File: src/hdl/mnps_ram.sv
// ----------------------------------------------------------------------------
// mnps_ram: generic single-write, single-read memory
// One write port and one read port, read data registered.
// ----------------------------------------------------------------------------
`default_nettype none
module mnps_ram #(
	parameter int WIDTH = 8,
	parameter int DEPTH = 64
) (
	input  wire logic                     clk,
	input  wire logic                     we,
	input  wire logic [$clog2(DEPTH)-1:0] waddr,
	input  wire logic [WIDTH-1:0]         wdata,
	input  wire logic [$clog2(DEPTH)-1:0] raddr,
	output logic [WIDTH-1:0]              rdata
);

	logic [WIDTH-1:0] mem_q [DEPTH];

	always_ff @(posedge clk) begin
		if (we) begin
			mem_q[waddr] <= wdata;
		end
		rdata <= mem_q[raddr];
	end

endmodule
`default_nettype wire

File: config.mk
export PLATFORM = sky130hd
export DESIGN_NAME = mnps_ram
export DESIGN_NICKNAME = d
export VERILOG_FILES = /design/src/hdl/mnps_ram.sv
export SDC_FILE = /design/constraint.sdc
export NUM_CORES = 1
export LEC_CHECK = 0
export BUFFER_PORTS_ARGS = -buffer_cell sky130_fd_sc_hd__buf_2
export CORE_ASPECT_RATIO = 1.2
export CORE_MARGIN = 1
export CORE_UTILIZATION = 57
export CTS_BUF_LIST = sky130_fd_sc_hd__clkbuf_4
export CTS_CLUSTER_SIZE = 14
export DETAILED_ROUTE_END_ITERATION = 12
export PLACE_DENSITY_LB_ADDON = 0.15
export SYNTH_ARGS = -nofsm -noshare
export SYNTH_HDL_FRONTEND = slang
export SYNTH_SLANG_ARGS = --single-unit
File: constraint.sdc
create_clock -name clk -period 2.4 [get_ports clk]
set_input_delay 0.72 -clock clk [delete_from_list [all_inputs] [get_ports clk]]
set_output_delay 0.72 -clock clk [all_outputs]
set_load 0.005 [all_outputs]
==> reports/results.ini <==
[clock_network]
cts_setup_buffers=0
cts_hold_buf=0
clkTransAtPathRegs_ps=60
cts_tree=built
cts_made_buffers=120
cts-root-buf=clkbuf_4
clock-sinks=520
htreeDepth=3
clkLatencyLatePin_ps=830
cts_resized=0
cts_max_path_buffers=3

[yosys]
ys_seq_area_frac=0.7703
synth_edf_count=512
synth_nets=962
async_flop_share=0
synthesis.area_um2=20170
synth_area_per_cell_um2=21.45
synth-seq-cells=520
ys_types=40
syn-instance-count=940
yosys_warnings=0
synth_flop_cell=edfxtp_1

[placed_design]
place_ws_ps=-418.4
dp.cells=1539
place.port_buffers=29
dp_hpwl_um=28200
place.gp.congestion=0.8442
placed_area_um2=21940

[sta]
hold_violations=0
max_slew_margin=0.1506
tightest_slew_ps=1274
hold_ws_ps=327.5
rsz0062_at_grt=no
fin_crit_ps=2074
tns_ps=0
finalMaxSlewViolations=0
skew_ps=59.67
timing.final.crit_share=0.8640
layout_setup_ws_ps=326.4
setup_viol=0
timing.fmax_ghz=0.4823

[critical_path]
crit_path_max_fanout=1
path_cells=buf_2
startpoint_type=register
crit_required_ps=1680
critPathKind=register to output port
critPathSlowestCell=dfxtp_1
cp_num_buf_inv=1
rr_worst_depth=5
reg2reg_slack_ps=460
crit_family=flip-flops
cp-end-kind=output port
timing.rr.start=mem_q[47][2]$_DFFE_PP_
r2r-end=rdata[2]$_DFF_P_
arrival_ps=1350
max_stage_delay_ps=400

[cells_and_area]
areaGrowthSynthToFinish_pct=15.80
fill_cells=2394
fin_area_um2=23350
layout_common_cells=edfxtp_1 (512), clkbuf_4 (172), buf_4 (148), mux4_2 (126), nor2_1 (83)
nNetsFinal=1221
drive_gt1_frac=0.3978
layout.area.seq_um2=15530
fin_util=0.6690
stdcell_count=1741
layout.cells.most_common=edfxtp_1
multi_input_area_um2=4315

[die]
io_pins=30
die_width_um=173.7
core-area_um2=34910
die_h_um=208.1
die-area_um2=36140
start_util=0.5777
rows=75

[routing]
vias=10437
post_drt_wl_per_cell_um=25.33
wl_um=44090
drc_errors=0
avgViaCountPerCell=5.995
dr.pass1.iters=4
drt_iter0_markers=936
final_antenna_net_count=0

[power]
power_frac_clock=0.366
p_sw_mw=3.781
power.leakage_nw=7.787
p_per_area_nw_per_um2=750.5
seq_power_share=0.575
p_int_mw=13.75
vdd_drop_max_mv=0.4876
power_frac_comb=0.058
power.total_mw=17.53
swShare=0.2157

[grt]
grt_pass1_vias=10820
grt_first_pass_wirelength_um=66070
grt_max_degree=65
grt_overflow=0
antenna_found_initial=3
grtUsageTotal=0.2545

[worst_hold_path]
hp-class=input port to register
min_to=rdata[2]$_DFF_P_
whs_path_depth=3
hp-start=raddr[5]

[run]
cap_viol_max_count=0

[outcome]
status=finished clean

## cells in the mapped netlist, types with 6 or more instances
master,n,area [um2]
o221ai_1,8,70.07
nand2_1,19,71.32
mux2_2,13,146.4
dfxtp_1,8,160.2
nand2b_1,7,43.79
o22ai_1,8,50.05
mux2i_1,23,230.2
mux4_2,126,2838
buf_4,13,97.59
edfxtp_1,512,15370
nand3_1,13,65.06
clkbuf_1,17,63.81
nor3_1,7,35.03
nor2_1,83,311.6
buf_2,11,55.05
nor2b_1,14,87.58
a221oi_1,6,52.55
## flip-flops by register name (all words and copies together), names as in the netlist
signal	cells
mem_q	512
rdata	8
## power groups by stage
stage | combinational (mW) | sequential [mW] | clock (mW)
global placement | 1.02 | 10.3 | 0
CTS | 1.03 | 10.1 | 6.59
finish | 1.02 | 10.1 | 6.42
detailed placement | 1.03 | 10.3 | 0
floorplan | 0.536 | 10.3 | 0
global route | 1.09 | 10.1 | 7.02
## kinds of logic (layout without fill, tap and decap cells)
group | count (synthesis) | after routing | share of synthesized area
flops | 520 | 520 | 0.7703
mux | 162 | 162 | 0.1594
simple gates | 153 | 153 | 0.03387
compound gates | 54 | 54 | 0.02072
buf+inv | 51 | 388 | 0.01570
other cells | 0 | 2 | 0
## routing by layer
metal	up-vias	share of wire	global-route usage
li1	4527	-	-
met1	5422	0.41	0.3475
met2	434	0.50	0.4125
met3	52	0.068	0.04879
met4	2	0.023	0.09770
met5	-	0.00023	0
## area by class of cell
cell class,instances,area share
clock buffers,172,0.05529
clock inverters,28,0.004875
flip-flops and latches,520,0.6652
multi-input cells,369,0.1848
well taps,462,0.02475
diodes,2,0.0002143
repair buffers,188,0.06488
## how the worst max path moves through the flow
stage / start / to / slack (ps) / depth (start not counted)
finish: rdata[3]$_DFF_P_ / rdata[3] / 330 / 1
global route: rdata[3]$_DFF_P_ / rdata[3] / 260 / 1
CTS: rdata[0]$_DFF_P_ / rdata[0] / 260 / 1
detailed placement: raddr[0] / rdata[7]$_DFF_P_ / -420 / 7
global placement: raddr[0] / rdata[7]$_DFF_P_ / -430 / 7
floorplan: raddr[1] / rdata[3]$_DFF_P_ / 10 / 7
## worst reg2reg max path, delay by kind of cell (launching register included)
kind / cells / cell delay, ps
buf+inv: 1 / 190
mux: 2 / 780
flops: 1 / 380
compound gates: 2 / 480
No activity file was read; power rests on OpenSTA's default activity.
